--- config.mk ---
export PLATFORM = sky130hd
export DESIGN_NAME = b2d_front
export DESIGN_NICKNAME = d
export VERILOG_FILES = /design/src/sv/b2d_pkg.sv /design/src/sv/b2d_front.sv
export SDC_FILE = /design/constraint.sdc
export NUM_CORES = 1
export LEC_CHECK = 0
export BUFFER_PORTS_ARGS = -buffer_cell sky130_fd_sc_hd__buf_2
export CAP_MARGIN = 0
export CORE_MARGIN = 2
export CORE_UTILIZATION = 47
export CTS_BUF_LIST = sky130_fd_sc_hd__clkbuf_16
export DETAILED_ROUTE_END_ITERATION = 8
export PLACE_DENSITY_LB_ADDON = 0.08
export SKIP_LAST_GASP = 1
export SLEW_MARGIN = 25
export SYNTH_ARGS = -nofsm -noshare
export SYNTH_HDL_FRONTEND = slang
export SYNTH_SLANG_ARGS = --single-unit
--- constraint.sdc ---
create_clock -name clk -period 5.1 [get_ports clk]
set_clock_uncertainty 0.05 [all_clocks]
set_input_delay 1.02 -clock clk [delete_from_list [all_inputs] [get_ports clk]]
set_output_delay 1.02 -clock clk [all_outputs]
set_load 0.005 [all_outputs]
--- src/sv/b2d_pkg.sv ---
`default_nettype none
package b2d_pkg;

	// number classes found by the front end
	typedef enum logic [1:0] {
		CLS_NUM  = 2'd0,
		CLS_ZERO = 2'd1,
		CLS_INF  = 2'd2,
		CLS_NAN  = 2'd3
	} num_class_t;

	// classified item handed from front to back
	typedef struct packed {
		logic             sign;
		num_class_t       cls;
		logic [52:0]      mant;
		logic signed [11:0] expo;
	} b2d_item_t;

	localparam logic [19:0] SCALE      = 20'd1000000;
	localparam int          P_BITS     = 73;
	localparam int          LIMB_BITS  = 16;
	localparam logic [10:0] EXP_ONES   = 11'h7FF;
	localparam int          EXP_BIAS   = 1075;
	localparam logic [7:0]  CH_MINUS   = 8'd45;
	localparam logic [7:0]  CH_POINT   = 8'd46;
	localparam logic [7:0]  CH_ZERO    = 8'd48;

	// letters of "inf" and "nan"
	function automatic logic [7:0] special_char(input logic is_nan, input logic [1:0] idx);
		logic [7:0] c;
		case (idx)
			2'd0:    c = is_nan ? 8'h6E : 8'h69;
			2'd1:    c = is_nan ? 8'h61 : 8'h6E;
			default: c = is_nan ? 8'h6E : 8'h66;
		endcase
		return c;
	endfunction

endpackage
`default_nettype wire

--- src/sv/b2d_front.sv ---
`default_nettype none
module b2d_front import b2d_pkg::*; (
	input  wire logic        clk,
	input  wire logic        arst_n,
	input  wire logic        in_valid,
	output logic             in_ready,
	input  wire logic [31:0] upper_word,
	input  wire logic [31:0] lower_word,
	output logic             push_valid,
	input  wire logic        push_ready,
	output b2d_item_t        push_item
);

	logic       valid_s1;
	b2d_item_t  item_s1;
	b2d_item_t  cls_item;
	logic [10:0] biased;
	logic [10:0] biased_eff;
	logic        frac_zero;

	// split the fields and classify
	always_comb begin
		biased     = upper_word[30:20];
		frac_zero  = (upper_word[19:0] == 20'd0) && (lower_word == 32'd0);
		biased_eff = (biased == 11'd0) ? 11'd1 : biased;
		cls_item.sign = upper_word[31];
		cls_item.mant = {(biased != 11'd0), upper_word[19:0], lower_word};
		cls_item.expo = $signed({1'b0, biased_eff}) - 12'(EXP_BIAS);
		if (biased == EXP_ONES) begin
			cls_item.cls = frac_zero ? CLS_INF : CLS_NAN;
		end else if (biased == 11'd0 && frac_zero) begin
			cls_item.cls = CLS_ZERO;
		end else begin
			cls_item.cls = CLS_NUM;
		end
	end

	assign in_ready   = !valid_s1 || push_ready;
	assign push_valid = valid_s1;
	assign push_item  = item_s1;

	// one register stage in front of the queue
	always_ff @(posedge clk or negedge arst_n) begin
		if (!arst_n) begin
			valid_s1 <= 1'b0;
		end else if (in_ready) begin
			valid_s1 <= in_valid;
		end
	end

	always_ff @(posedge clk) begin
		if (in_ready && in_valid) begin
			item_s1 <= cls_item;
		end
	end

endmodule
`default_nettype wire

==> flow_summary.ini, run 1 <==
[outcome]
status = finished clean

[logic_synthesis]
ys_ff_latch = 69
syn-mean-instance-area_um2 = 19.26
yosysWarnings = 0
synth-edff-count = 68
synthFlopType = edfxtp_1
synth.area.top_cells = edfxtp_1, nor4_1, xnor2_1, xor2_1, dfrtp_1
synthTopCellsByCount = edfxtp_1, nor4_1, xnor2_1
synth_most_common_cell = edfxtp_1
synthCells = 127
synth_nets = 196
synth_top_cell_by_area = edfxtp_1
synth_top_area_share_pct = 83.48
ys_types = 23
syn_area_um2 = 2446
seq_area_frac_synth_pct = 84.50
async_reset_ff_share_pct = 1.449

[timing]
final.min_clock_period_ns = 2.539
hold_viol = 0
max_freq_mhz = 393.9
fin_hold_ws_ns = 0.4210
tns_ns = 0
rsz0062_at_grt = no
period_share_pct = 49.78
setup_viol = 0
max-slew-margin-rel_pct = 59.48
slew_violations = 0
tightest_slew_ns = 0.6078

[floorplan]
initial_core_util_pct = 48.20
io_pins = 138
fp.dieW_um = 76.14
die_y_um = 76.14
num_rows = 26
die_area_um2 = 5797
core_um2 = 5075

[drt]
routed_wl_mm = 4.872
wire_per_inst_um = 13.96
drt_drc_violations_left = 0
ant_nets = 0
vias = 1674
drt_pre_antenna_iters = 4
first_iter_violations = 67
viasPerCell = 4.797

[place]
dp_hpwl_mm = 3.660
dp_cells = 333
place_area_um2 = 3221
numPortBuffers = 137
gp_congestion = 0.7763

[setup_path]
slowest_delay_ns = 0.34
reg2reg_to = push_item[39]
cp-start-kind = input pin
rr_worst_depth = 3
path_delay_family = simple AND/OR/NAND/NOR gates
r2r-start = push_valid
setup.worst_path.class = input pin to register
crit_path_cell_trace = buf_2 -> nor4_1 -> and4_1 -> inv_1 -> nand2b_1 -> ha_1 -> nor3_1 -> nand3b_1 -> nand2_1 -> xnor2_1
crit_slowest_cell = nor4_1
crit_buf_inv = 2
endpoint_kind = register
path_max_fanout = 4
crit_arrival_ns = 2.55
crit_required_ns = 5.11
reg2reg_slack_ns = 3.28

[power_and_ir_drop]
p_leak_nw = 1.453
power.density_nw_per_um2 = 395.0
peakVddDrop_uv = 235.2

[layout]
fin_cells = 349
fin_util_pct = 69.53
area_delta_synth_final_pct = 44.25
fillers = 380
layout.nets = 343
diodes = 0
design_area_um2 = 3528
layout-drive-gt1-share_pct = 55.56

[global_routing]
grt_overflow = 0
grt_first_pass_wirelength_mm = 7.576
grt_max_degree = 49
antenna_found_initial = 0
grtUsageTotal_pct = 17.23
grt_pass1_vias = 1596

[cts]
clkTransAtPathRegs_ns = 0.05
clockRootBuffer = clkbuf_16
cts_tree = built
post_cts_resized = 0
cts_setup_buffers = 0
clock_sinks = 69
clk_path_buf_depth = 2
cts_hold_buf = 0
insertion_delay_ns = 0.31
h-tree-depth = 3
cts_buffers = 9

[run]
maxCapViolCount = 0

[min_path]
hold_class = input pin to async pin
-- worst reg2reg max path, delay by kind of cell (launching register included) --
family / cells / cell delay (ns)
DFF: 1 / 0.37
buffers and inverters: 1 / 0.41
and+or+nand+nor: 2 / 0.67
-- sequential cells by signal, summed over array words and instances (netlist names) --
register and count:
push_valid 1, push_item 68
-- placed cells by master (no fill, tap or decap) --
master,synthesis,layout
a211o_1,1,1
a21oi_1,1,1
a31oi_1,1,1
and2_4,0,1
and4_1,1,1
buf_2,0,137
buf_4,0,1
bufinv_16,0,2
clkbuf_16,0,9
clkinv_1,0,2
clkinv_2,0,2
dfrtp_1,1,1
edfxtp_1,68,68
ha_1,1,1
inv_1,2,3
mux2_2,1,1
nand2_1,4,4
nand2b_1,3,3
nand3_1,3,3
nand3b_1,2,2
nand4_1,4,4
nor2_1,3,3
nor3_1,3,3
nor4_1,13,13
nor4_2,2,2
o21ai_0,1,1
xnor2_1,5,5
xor2_1,4,4
-- worst max path at each step --
stage,start,end,slack (ns),depth (start not counted)
3_5_place_dp,push_ready,push_item[37],2.17,4
4_1_cts,push_ready,push_item[37],2.50,4
3_3_place_gp,push_ready,push_item[30],2.20,4
6_report,upper_word[27],push_item[8],2.56,10
5_1_grt,upper_word[27],push_item[8],2.37,10
2_1_floorplan,push_ready,push_item[0],1.83,2
-- per-stage QoR --
stage | setup WS (ns) | power [W]
5_1_grt | 2.369 | 0.001440
6_report | 2.561 | 0.001394
3_3_place_gp | 2.199 | 0.0007826
3_5_place_dp | 2.175 | 0.0007833
2_1_floorplan | 1.834 | 0.0007140
4_1_cts | 2.504 | 0.001404
-- logic make-up after synthesis --
logic type | count (synthesis) | synth area share [%]
adder cells (fa/ha/maj) | 1 | 0.5114
AND/OR/NAND/NOR | 39 | 9.667
XOR/XNOR | 9 | 3.222
flip-flops | 69 | 84.50
AO/OA/AOI/OAI | 4 | 1.023
buffers and inverters | 4 | 0.6140
multiplexers | 1 | 0.4603
-- cell type report --
type / count / area (µm²) / area share (%)
clock buffers: 9 / 225.2 / 6.383
clock inverters: 7 / 81.33 / 2.305
inverters: 2 / 7.507 / 0.2128
multi-input cells: 54 / 366.6 / 10.39
flip-flops and latches: 69 / 2067 / 58.58
well taps: 70 / 87.58 / 2.482
repair buffers: 138 / 693.2 / 19.65
-- per-layer routing --
metal | global-route usage [%] | vias to the layer above | share of wire (%)
met1 | 21.12 | 771 | 41
met4 | 8.727 | 0 | 0.86
li1 | - | 808 | -
met2 | 27.50 | 91 | 50
met3 | 5.806 | 4 | 8.8
met5 | 0 | - | 0
-- report_power, final --
part | switching, W | internal [W]
Combinational | 0.0000537 | 0.0000473
Sequential | 0.00000655 | 0.000664
Clock | 0.000202 | 0.000420
(Power assumes the default switching activity.)
==> run 2, diff against run 1 <==
--- a/config.mk
+++ b/config.mk
@@ -8,7 +8,7 @@
 export BUFFER_PORTS_ARGS = -buffer_cell sky130_fd_sc_hd__buf_2
 export CAP_MARGIN = 0
 export CORE_MARGIN = 2
-export CORE_UTILIZATION = 47
+export CORE_UTILIZATION = 43
 export CTS_BUF_LIST = sky130_fd_sc_hd__clkbuf_16
 export DETAILED_ROUTE_END_ITERATION = 8
 export PLACE_DENSITY_LB_ADDON = 0.08
==> constraint.sdc (replaced) <==
create_clock -name clk -period 2.5 [get_ports clk]
set_clock_uncertainty 0.05 [all_clocks]
set_input_delay 0.5 -clock clk [delete_from_list [all_inputs] [get_ports clk]]
set_output_delay 0.5 -clock clk [all_outputs]
set_load 0.005 [all_outputs]
==> flow_summary.ini, run 2 (same netlist as run 1, synthesis figures left out) <==
[power_and_ir_drop]
p_sw_w = 0.0005260
p_leak_nw = 1.455
p_sw_share_pct = 19.29
power.density_nw_per_um2 = 775.1
p_seq_share_pct = 50.1
combPwrFrac_pct = 7.6
peakVddDrop_uv = 523.9
p_clk_share_pct = 42.2
power.internal_w = 0.002201

[global_routing]
antenna_found_initial = 0
grt_overflow = 0
grt_max_degree = 46
grtUsageTotal_pct = 15.68
grt_pass1_vias = 1578
grt_first_pass_wirelength_mm = 7.176

[cts]
h-tree-depth = 3
cts_buffers = 9
cts_tree = built
clock_sinks = 69
clkTransAtPathRegs_ns = 0.05
clockRootBuffer = clkbuf_16
insertion_delay_ns = 0.31
clk_path_buf_depth = 2

[drt]
drt_drc_violations_left = 0
routed_wl_mm = 5.025
ant_nets = 0
wire_per_inst_um = 14.24
vias = 1663
drt_pre_antenna_iters = 4
viasPerCell = 4.711
first_iter_violations = 58

[floorplan]
initial_core_util_pct = 44.42
fp.dieW_um = 79.42
io_pins = 138
core_um2 = 5507
die_area_um2 = 6308
die_y_um = 79.42
num_rows = 27

[layout]
diodes = 0
layout-drive-gt1-share_pct = 54.45
final_cell_mix = buf_2, edfxtp_1, nor4_1
largest_reg_flops = 68
fillers = 439
fin_cells = 353
area_delta_synth_final_pct = 43.84
multi_input_area_um2 = 365.4
regArea_um2 = 2067
layout.nets = 345
final_common_cell = buf_2

[timing]
period_share_pct = 81.23
max_freq_mhz = 492.4
tightest_slew_ns = 0.5517
hold_viol = 0
tns_ns = 0
setup_viol = 0
final.min_clock_period_ns = 2.031
slew_violations = 0
max-slew-margin-rel_pct = 63.22
rsz0062_at_grt = no

[place]
numPortBuffers = 137
dp_cells = 336
gp_congestion = 0.8083
dp_hpwl_mm = 3.830

[setup_path]
crit_arrival_ns = 2.04
endpoint_kind = register
setup.worst_path.class = input pin to register
cp-start-kind = input pin
crit_required_ns = 2.51
path_max_fanout = 4

[run]
maxCapViolCount = 0

[outcome]
status = finished clean

[min_path]
hold_class = input pin to register
[run 2: power groups by stage]
stage               Combinational [W]  Clock, W  Sequential, W
floorplan                   0.0000512         0        0.00140
global placement             0.000210         0        0.00139
detailed placement           0.000210         0        0.00139
CTS                          0.000212   0.00118        0.00137
global route                 0.000230   0.00123        0.00137
finish                       0.000208   0.00115        0.00137
[run 2: worst paths after layout]
check / endpoint / slack (ns) / start / cells after the start
worst max-delay path: push_item[10] / 0.47 / upper_word[27] / 10
worst min-delay path: push_item[67] / 0.31 / upper_word[31] / 1
worst max register to register: push_item[31] / 0.96 / push_valid / 3
worst min register to register: push_valid / 0.48 / push_valid / 2
max in group asynchronous: push_valid / 1.86 / arst_n / 2
min in group asynchronous: push_valid / 0.45 / arst_n / 2
[run 2: metrics by stage]
stage	instance area [µm²]	hold slack, ns	setup WS (ns)	utilization (%)	total power [W]
floorplan	2447	0.1544	0.3021	-	0.001455
global route	3518	0.3062	0.2122	63.89	0.002830
CTS	3518	0.2968	0.4628	63.89	0.002763
detailed placement	3231	0.2281	0.1274	58.67	0.001600
finish	3518	0.3130	0.4692	63.89	0.002727
global placement	3231	0.2252	0.1621	58.67	0.001598
[run 2: critical path: stages]
cell and delay (ns):
buf_2 0.12, nor4_1 0.36, and4_1 0.26, inv_1 0.06, nand2b_1 0.09, ha_1 0.19
nor3_1 0.07, nand3b_1 0.21, nand2_1 0.11, xor2_1 0.06
[run 2: what timing repair did]
item | CTS | global route
hold buffers | 1 | 0
hold endpoints to repair | 1 | 0
resized for setup | 0 | 0
setup buffers | 0 | 0
[run 2: layer usage]
layer	part of all wire [%]	global-route usage, %	wire, µm
met1	39	16.95	1956
met4	0.62	8.793	31
met2	51	26.39	2539
met5	0	0	0
met3	9.9	5.882	498
[run 2: layout make-up]
class                           count  share of cell area (%)
Sequential cell                    69                   58.75
Tap cell                           72                   2.560
Clock inverter                      7                   1.494
Timing Repair Buffer              140                   20.20
Inverter                            2                  0.2134
Multi-Input combinational cell     54                   10.38
Clock buffer                        9                   6.401
