## src/sv/b2d_pkg.sv

```systemverilog
`default_nettype none
package b2d_pkg;

	// number classes found by the front end
	typedef enum logic [1:0] {
		CLS_NUM  = 2'd0,
		CLS_ZERO = 2'd1,
		CLS_INF  = 2'd2,
		CLS_NAN  = 2'd3
	} num_class_t;

	// classified item handed from front to back
	typedef struct packed {
		logic             sign;
		num_class_t       cls;
		logic [52:0]      mant;
		logic signed [11:0] expo;
	} b2d_item_t;

	localparam logic [19:0] SCALE      = 20'd1000000;
	localparam int          P_BITS     = 73;
	localparam int          LIMB_BITS  = 16;
	localparam logic [10:0] EXP_ONES   = 11'h7FF;
	localparam int          EXP_BIAS   = 1075;
	localparam logic [7:0]  CH_MINUS   = 8'd45;
	localparam logic [7:0]  CH_POINT   = 8'd46;
	localparam logic [7:0]  CH_ZERO    = 8'd48;

	// letters of "inf" and "nan"
	function automatic logic [7:0] special_char(input logic is_nan, input logic [1:0] idx);
		logic [7:0] c;
		case (idx)
			2'd0:    c = is_nan ? 8'h6E : 8'h69;
			2'd1:    c = is_nan ? 8'h61 : 8'h6E;
			default: c = is_nan ? 8'h6E : 8'h66;
		endcase
		return c;
	endfunction

endpackage
`default_nettype wire

```

## src/sv/b2d_queue.sv

```systemverilog
`default_nettype none
module b2d_queue import b2d_pkg::*; (
	input  wire logic       clk,
	input  wire logic       arst_n,
	input  wire logic       push_valid,
	output logic            push_ready,
	input  wire b2d_item_t  push_item,
	output logic            pop_valid,
	input  wire logic       pop_ready,
	output b2d_item_t       pop_item
);

	b2d_item_t  entry_q [2];
	logic       wr_ptr_q;
	logic       rd_ptr_q;
	logic [1:0] count_q;
	logic       do_push;
	logic       do_pop;

	assign push_ready = (count_q != 2'd2);
	assign pop_valid  = (count_q != 2'd0);
	assign pop_item   = entry_q[rd_ptr_q];
	assign do_push    = push_valid && push_ready;
	assign do_pop     = pop_valid && pop_ready;

	// two-entry fifo pointers
	always_ff @(posedge clk or negedge arst_n) begin
		if (!arst_n) begin
			wr_ptr_q <= 1'b0;
			rd_ptr_q <= 1'b0;
			count_q  <= 2'd0;
		end else begin
			if (do_push) wr_ptr_q <= !wr_ptr_q;
			if (do_pop)  rd_ptr_q <= !rd_ptr_q;
			if (do_push && !do_pop) count_q <= count_q + 2'd1;
			else if (!do_push && do_pop) count_q <= count_q - 2'd1;
		end
	end

	always_ff @(posedge clk) begin
		if (do_push) begin
			entry_q[wr_ptr_q] <= push_item;
		end
	end

endmodule
`default_nettype wire

```

## config.mk

```make
export PLATFORM = sky130hd
export DESIGN_NAME = b2d_queue
export DESIGN_NICKNAME = d
export VERILOG_FILES = /design/src/sv/b2d_pkg.sv /design/src/sv/b2d_queue.sv
export SDC_FILE = /design/constraint.sdc
export NUM_CORES = 1
export LEC_CHECK = 0
export ABC_AREA = 1
export BUFFER_PORTS_ARGS = -buffer_cell sky130_fd_sc_hd__buf_2
export CORE_MARGIN = 2
export CORE_UTILIZATION = 56
export DETAILED_ROUTE_END_ITERATION = 16
export PLACE_DENSITY = 0.83
export SLEW_MARGIN = 20
export SYNTH_ARGS = -nofsm -noshare
export SYNTH_HDL_FRONTEND = slang
export SYNTH_SLANG_ARGS = --single-unit
```

## constraint.sdc

```tcl
create_clock -name clk -period 5.96 [get_ports clk]
set_clock_uncertainty 0.15 [all_clocks]
set_input_delay 1.192 -clock clk [delete_from_list [all_inputs] [get_ports clk]]
set_output_delay 1.192 -clock clk [all_outputs]
set_load 0.005 [all_outputs]
```

==> results.md, run 1 <==
- The final design area excluding fillers is 6520 sq um.
- The startpoint type of the worst setup path is a flip-flop.
- The total wire length after detailed routing is 9680 um.
- The floorplan row count is 35.
- For this run, the register share of the synthesized area comes to 0.809.
- The number of global-route vias before repair came to 3210.
- The area share of the leading cell type in the synthesized netlist is 0.790.
- The remaining design rule violation count is 0.
- For this design, the sink count on the clock tree is 140.
- The TritonCTS clock tree is built.
- The count of hold-fix buffers inserted at cts is 0.
- The number of nets in the synthesized netlist is 457.
- After synthesis, the cell types taking the most area are sky130_fd_sc_hd__edfxtp_1, sky130_fd_sc_hd__nand2_1, sky130_fd_sc_hd__dfrtp_1, sky130_fd_sc_hd__buf_2, sky130_fd_sc_hd__buf_6.
- The total power density per cell area is 502 nW/um^2.
- The worst setup path is of the flip-flop to output pin kind.
- The share of final-layout standard cells stronger than drive strength 1 is 0.325.
- Ranked by instance count, the synthesized netlist is headed by sky130_fd_sc_hd__nand2_1, sky130_fd_sc_hd__edfxtp_1, sky130_fd_sc_hd__buf_2.
- The max capacitance violation total is 0.
- The instance count of the mapped netlist is 384.
- At the pin with the least slew margin, the transition time is 0.921 ns.
- The number of buffers inserted during clock tree synthesis is 17.
- The floorplan die width is 100 um.
- The combined area of all synthesized cells is 5170 sq um.
- Dividing the final minimum period by the clock period gives 0.603.
- The clock tree root driver cell is sky130_fd_sc_hd__clkbuf_8.
- After detailed routing, the average wire length per cell comes to 14.8 um.
- The power consumption is 0.00327 W.
- The y dimension of the die is 100 um.
- The final layout net count is 605.
- The core box area is 9110 sq um.
- The most common cell in the synthesized netlist is sky130_fd_sc_hd__nand2_1.
- Setup violations remaining at the end of the flow were counted as 0.
- The HPWL reported at the end of detailed placement is 6050 um.
- After clock tree synthesis, the setup repair step added 0 buffers.
- The count of state elements after synthesis is 140.
- The number of gates resized after CTS is 0.
- Of all cell types, the one taking the most synthesized area is sky130_fd_sc_hd__edfxtp_1.
- The netlist uses 14 different library cells.
- The number of enable flip-flop cells after synthesis is 136.
- The number of antenna violations at the first check in global routing is 1.
- The detailed-router iteration count before antenna repair is 4.
- Headroom to the max-slew limit came out at 0.385.
- The total overflow left after global routing is 0.
- The final max-slew violation count is 0.
- The synthesis-to-layout area growth is 26.1%.
- The worst endpoint required time is 4.62 ns.
- In the final timing run, aggregate negative setup slack is 0 ns.
- Setup repair after global routing left no endpoint under its margin.
- The initial core utilization is 0.567.
- The clock tree synthesis step divided the H-tree into 4 levels.
- Using the TritonRoute via totals, the vias-per-cell ratio works out to 4.96.
- The largest fanout on the critical path is 69.
- Static timing analysis puts the maximum clock frequency at 278 MHz.
- The first global-routing pass estimated 15100 um of wire.
- For this design the top-level I/O count stands at 142.
- 0 antenna diodes ended up in the layout.
- The leakage dissipation is 2.85 nW.
- The worst setup path is captured at an output pin.
- The number of endpoints with negative hold slack in the final report is 0.
- The Yosys step of the flow raised 0 warnings.
- The data arrival time at the worst-slack endpoint is 2.25 ns.
- The path class of the lowest-slack min-delay path is input pin to asynchronous set/reset pin.
- The run finished with clean final reports.
- After clock tree synthesis, the clock-pin slew on the worst setup and hold paths is 0.06 ns.
- Summing over every cut layer, the via total after detailed routing is 3256.
- In this run the remaining antenna-violating nets after routing total 0.
- The placed instances occupy a cell area of 5950 sq um.
- The clock latency on the worst-skew pair is 0.50 ns.
- For this run, asynchronously set or reset flops after synthesis account for 0.0286.
- The post-layout minimum cycle time is 3.60 ns.
- In this run the deepest clock path goes through 2 buffers.
- Input and output buffers added on the ports amount to 141.
- The congestion estimate from routability-driven global placement came to 0.751.
- In this run, the number of DRC markers left after iteration 0 of detailed routing was 174.
- The pin count of the biggest net entering global routing is 70.
- The area of the die is 10000 sq um.
- The worst IR drop on VDD is 0.302 mV.
- The global router's overall resource usage is 0.203.
- The synthesized area per cell is 13.5 sq um.
- In the synthesized netlist the dominant register cell turns out to be sky130_fd_sc_hd__edfxtp_1.
## state kept, by name, summed over array words and instances, names as in the netlist
register / flops
count_q: 2
entry_q: 136
rd_ptr_q: 1
wr_ptr_q: 1
## where the power goes
group / total, W / switching [W] / leakage (nW) / internal, W
registers: 0.00145 / 0.0000998 / 1.31 / 0.00135
logic: 0.000849 / 0.000536 / 1.27 / 0.000313
clock network: 0.000973 / 0.000378 / 0.271 / 0.000595
total: 0.00327 / 0.00101 / 2.85 / 0.00226
## final cells by class
class	count	area, sq um
multi-input cells	222	872
flip-flops and latches	140	4190
fillers	580	2590
inverters	7	28.8
clock buffers	18	418
well taps	111	139
clock inverters	14	145
repair buffers	144	728
## worst paths after layout
check | to | from | cells after the start | slack, ns
min in group clk | count_q[0] | count_q[0] | 1 | 0.36
min reg2reg | count_q[0] | count_q[0] | 1 | 0.36
max | pop_item[65] | rd_ptr_q | 4 | 2.36
min | count_q[1] | arst_n | 1 | 0.34
max in group asynchronous | rd_ptr_q | arst_n | 1 | 5.18
max reg2reg | entry_q[1][27] | count_q[0] | 5 | 3.39
## cells by family (layout without fill, tap and decap cells)
kind of cell             after synthesis  after routing  synth area share
XOR/XNOR                               2              2           0.00339
buffers and inverters                 22            183            0.0247
adder cells (fa/ha/maj)                1              1           0.00242
flip-flops                           140            140             0.809
AND/OR/NAND/NOR                      219            219             0.160
## metrics by stage
stage / utilization / std cells / setup WS, ns / hold WS, ns
CTS: 0.715 / 656 / 2.31 / 0.317
floorplan: - / 384 / 1.17 / 0.312
finish: 0.715 / 656 / 2.36 / 0.340
detailed placement: 0.654 / 624 / 2.63 / 0.345
global route: 0.715 / 656 / 2.17 / 0.317
global placement: 0.654 / 624 / 2.67 / 0.332
## worst max-delay path, cell delays in order (launching register included)
cell and delay [ns]:
sky130_fd_sc_hd__dfrtp_2 0.87, sky130_fd_sc_hd__inv_4 0.46, sky130_fd_sc_hd__nand2_1 0.17, sky130_fd_sc_hd__nand2_1 0.08
sky130_fd_sc_hd__buf_2 0.13
## layer usage
metal	share of wire	global-route usage	wire length [um]
met5	0.0013	0	13
met3	0.071	0.0766	690
met1	0.40	0.231	3900
met2	0.52	0.356	5000
met4	0.0067	0.0632	65
## cell usage in the layout (no fill, tap or decap), types with 2 or more instances in the layout
| master | netlist | final |
|---|---|---|
| sky130_fd_sc_hd__nand2_1 | 214 | 214 |
| sky130_fd_sc_hd__buf_2 | 10 | 141 |
| sky130_fd_sc_hd__edfxtp_1 | 136 | 136 |
| sky130_fd_sc_hd__clkbuf_16 | 0 | 16 |
| sky130_fd_sc_hd__inv_1 | 6 | 6 |
| sky130_fd_sc_hd__clkinv_4 | 0 | 4 |
| sky130_fd_sc_hd__dfrtp_1 | 4 | 3 |
| sky130_fd_sc_hd__buf_4 | 2 | 3 |
| sky130_fd_sc_hd__nor2_4 | 0 | 2 |
| sky130_fd_sc_hd__nand3_1 | 2 | 2 |
| sky130_fd_sc_hd__clkinv_2 | 0 | 2 |
| sky130_fd_sc_hd__bufinv_16 | 0 | 2 |
| sky130_fd_sc_hd__clkinvlp_4 | 0 | 2 |
| sky130_fd_sc_hd__clkinv_1 | 0 | 2 |
| sky130_fd_sc_hd__inv_6 | 0 | 2 |
(Power assumes the default switching activity.)
==> run 2: changes to the inputs <==
- ABC_AREA: 1 -> 0
- CORE_UTILIZATION: 56 -> 47
- PLACE_DENSITY: 0.83 -> 0.74
- clock period: 5.96 -> 3.1 ns (I/O delays scaled with it)
==> run 2 against run 1 <==
Effect of this change:
- clock power rose by 100%
- combinational power rose by 85%
- flip-flop and latch count is the same
- critical path depth decreased by 1
- highest routed layer is now met4
- via count decreased by 19%
- largest cell class unchanged
- area after synthesis fell by 0.48%
==> results.md, run 2 <==
- The run finished with clean final reports.
- The number of nets in the synthesized netlist is 303.
- Entering global routing, the biggest net connects 60 pins.
- The most frequent standard cell in the layout excluding fill and tap cells is sky130_fd_sc_hd__buf_2.
- The number of gates resized after CTS was 0.
- The async set-reset flop share out of synthesis is 0.0286.
- In the global route stage, overall resource usage came out at 0.155.
- The yosys synthesis warning count is 0.
- The capturing element type of the critical path is an output pin.
- The wire length per cell is 16.4 um.
- The length in cells of the worst reg-to-reg path is 4.
- The CTS sink count is 140.
- After the first detailed-routing iteration, the DRC count stood at 95.
- The HPWL reported at the end of detailed placement is 5640 um.
- In this run the worst path has a maximum fanout of 36.
- The number of global-route vias before repair is 2709.
- The H-tree was split into 4 levels.
- The final-report setup violation count is 0.
- By startpoint and endpoint, the worst setup path is classified as flip-flop to output pin.
- The synthesized area per cell is 22.4 sq um.
- The switching power as a share of total power is 0.261.
- The total wire length after detailed routing is 8820 um.
- The final layout net count is 459.
- The die covers 11800 sq um.
- Summing over every cut layer, the via total after detailed routing is 2625.
- The tool flagged a number of max-cap violations equal to 0.
- The number of antenna diodes in the final layout is 0.
- Summing internal, switching and leakage power gives 0.00632 W.
- The internal power of the cells is 0.00467 W.
- The initial utilization of the core area, before any placement, comes to 0.479.
- In the routed design, unresolved DRC markers number 0.
- The worst endpoint required time is 2.33 ns.
- The maximum operating frequency is 347 MHz.
- Of the total power, the clock network draws 0.310.
- The floorplan step defined a core boundary enclosing 10700 sq um.
- Counting flops and latches in the post-synthesis netlist gives 140.
- The first detailed-routing pass took 4 iterations.
- Of the total power, combinational logic draws 0.248.
- The mapped netlist covers 5140 sq um.
- The final critical-path setup slack is 0.221 ns.
- In this run the vertical extent of the chip is 109 um.
- Clock latency on the worst-skew pair, taken at its later pin, is 0.51 ns.
- The share of total power dissipated in sequential elements is 0.441.
- The TritonCTS clock tree is built.
- In this run the static leakage power is 2.54 nW.
- In this run the worst hold path is classified as input pin to flip-flop.
- The transition time at the pin with the least slew margin is 0.501 ns.
- The data arrival time at the worst-slack endpoint is 2.11 ns.
- The reported net switching power is 0.00165 W.
- The remaining global-route overflow is 0.
- Ranked by instance count, the synthesized netlist is headed by sky130_fd_sc_hd__edfxtp_1, sky130_fd_sc_hd__mux2_2, sky130_fd_sc_hd__mux2_4.
- Along the worst hold path, the cell count comes to 1.
- The wire length of the first global-routing pass is 13100 um.
- The portion of the post-synthesis area used by sequential elements is 0.813.
- The number of enable flip-flop cells after synthesis is 136.
- Row generation in the floorplan step produced 38 rows.
- The number of antenna violations at the first check in global routing is 0.
- The number of flip-flops in the largest register is 136.
- The cell with the most instances after synthesis is sky130_fd_sc_hd__edfxtp_1.
- The number of buffers added on ports is 141.
- At the end of routability-driven placement, the weighted congestion stood at 0.662.
- Compared with the post-synthesis result, the final layout area differs by 29.0%.
- VDD sags by at most 0.411 mV.
- In the final layout, the share of cells above drive strength 1 is 0.619.
- The library cell occupying the most area in the post-synthesis netlist is sky130_fd_sc_hd__edfxtp_1.
- Setup repair after global routing left no endpoint under its margin.
- The detail route stage leaves a number of antenna-violating nets equal to 0.
- Buffers inserted during clock tree synthesis total 17.
- After detailed routing, the number of vias per cell comes to 4.87.
- The clock tree root driver cell is sky130_fd_sc_hd__clkbuf_8.
- The post-layout minimum cycle time is 2.88 ns.
- After routing, the total negative slack on setup checks comes to 0 ns.
- The floorplan die width is 109 um.
- The register with the most flip-flops is entry_q.
- The clock-pin slew of the registers on the worst-case setup and hold paths is 0.06 ns.
- The part of the cycle the worst path needs is 0.929.
- Ranked by total cell area, the synthesized netlist is headed by sky130_fd_sc_hd__edfxtp_1, sky130_fd_sc_hd__mux2_2, sky130_fd_sc_hd__mux2_4, sky130_fd_sc_hd__dfrtp_1, sky130_fd_sc_hd__xnor2_1.
- The top cell types in the final layout, fill and taps aside, are sky130_fd_sc_hd__buf_2, sky130_fd_sc_hd__edfxtp_1, sky130_fd_sc_hd__mux2_2, sky130_fd_sc_hd__clkbuf_16, sky130_fd_sc_hd__mux2_4.
- The largest registers in the layout are entry_q (136), count_q (2).
- The most frequently used flop master after synthesis is sky130_fd_sc_hd__edfxtp_1.
- The worst slack after detailed placement is 0.742 ns.
- The instance count of the mapped netlist is 230.
- The startpoint type of the worst setup path is a flip-flop.
- The total power density per cell area is 952 nW/um^2.
- The area share of the leading cell type in the synthesized netlist is 0.794.
- The number of distinct library cells after synthesis is 16.
- The worst slew margin relative to its limit is 0.666.
- The number of endpoints with negative hold slack in the final report was 0.
- The number of top-level pins is 142.
- The deepest clock path buffer count is 2.
- The final max-slew violation count is 0.
[run 2: cell types whose count changed after synthesis, moves of 2 or more]
cell                      change
sky130_fd_sc_hd__inv_1        -5
sky130_fd_sc_hd__mux2_4      +10
sky130_fd_sc_hd__nand2_1    -212
sky130_fd_sc_hd__xnor2_1      +2
sky130_fd_sc_hd__mux2_2      +58
sky130_fd_sc_hd__nand3_1      -2
sky130_fd_sc_hd__buf_2        -5
sky130_fd_sc_hd__buf_4        -2
[run 2: final timing paths]
| check | startpoint | to | slack [ns] |
|---|---|---|---|
| worst max register to register | count_q[0] | entry_q[0][52] | 1.19 |
| max in group asynchronous | arst_n | rd_ptr_q | 2.36 |
| worst max-delay path | rd_ptr_q | pop_item[1] | 0.22 |
| worst min register to register | count_q[1] | count_q[1] | 0.36 |
| min in group asynchronous | arst_n | rd_ptr_q | 0.31 |
| worst min-delay path | push_item[12] | entry_q[0][12] | 0.14 |
[run 2: cells by family (layout without fill, tap and decap cells)]
group                      count (synthesis)  after routing  synth area share
DFF                                      140            140             0.813
muxes                                     68             68             0.156
buffers and inverters                      9            178            0.0129
and+or+nand+nor                            7              7           0.00657
xor gates and xnor gates                   5              5           0.00852
adders and majority gates                  1              1           0.00243
[run 2: per-stage QoR]
stage / cells / hold WS, ns / instance area (sq um) / utilization
after floorplan: 230 / 0.174 / 5150 / -
after global placement: 506 / 0.276 / 6040 / 0.562
after detailed placement: 506 / 0.281 / 6040 / 0.562
after CTS: 539 / 0.111 / 6640 / 0.617
after global routing: 539 / 0.111 / 6640 / 0.617
final: 539 / 0.144 / 6640 / 0.617
[run 2: worst max-delay path: stages (launching register included)]
cell	delay, ns
sky130_fd_sc_hd__dfrtp_4	0.74
sky130_fd_sc_hd__buf_12	0.30
sky130_fd_sc_hd__mux2_2	0.39
sky130_fd_sc_hd__buf_2	0.13
[run 2: area by class of cell]
cell class	count	area (sq um)
sequential	140	4190
fill	836	4110
multi-input combinational	81	906
timing repair buffer	145	776
clock buffer	17	414
tap	140	175
clock inverter	15	173
inverter	1	3.75
[run 2: metal layers]
metal  share of wire  GRT usage  vias to the layer above
li1                -          -                     1227
met1            0.41      0.181                     1289
met2            0.51      0.258                      103
met3           0.072     0.0544                        6
met4          0.0091     0.0687                        0
met5               0          0                        -
[run 2: timing repair]
item	CTS	global route
buffers inserted	0	0
endpoints found under the hold margin	4	0
hold buffers	1	0
[run 2: power by group through the flow]
stage | clock (W) | combinational (W) | sequential, W
after floorplan | 0 | 0.00106 | 0.00272
after global placement | 0 | 0.00157 | 0.00281
after detailed placement | 0 | 0.00159 | 0.00283
after CTS | 0.00201 | 0.00161 | 0.00280
after global routing | 0.00210 | 0.00171 | 0.00284
final | 0.00196 | 0.00157 | 0.00279
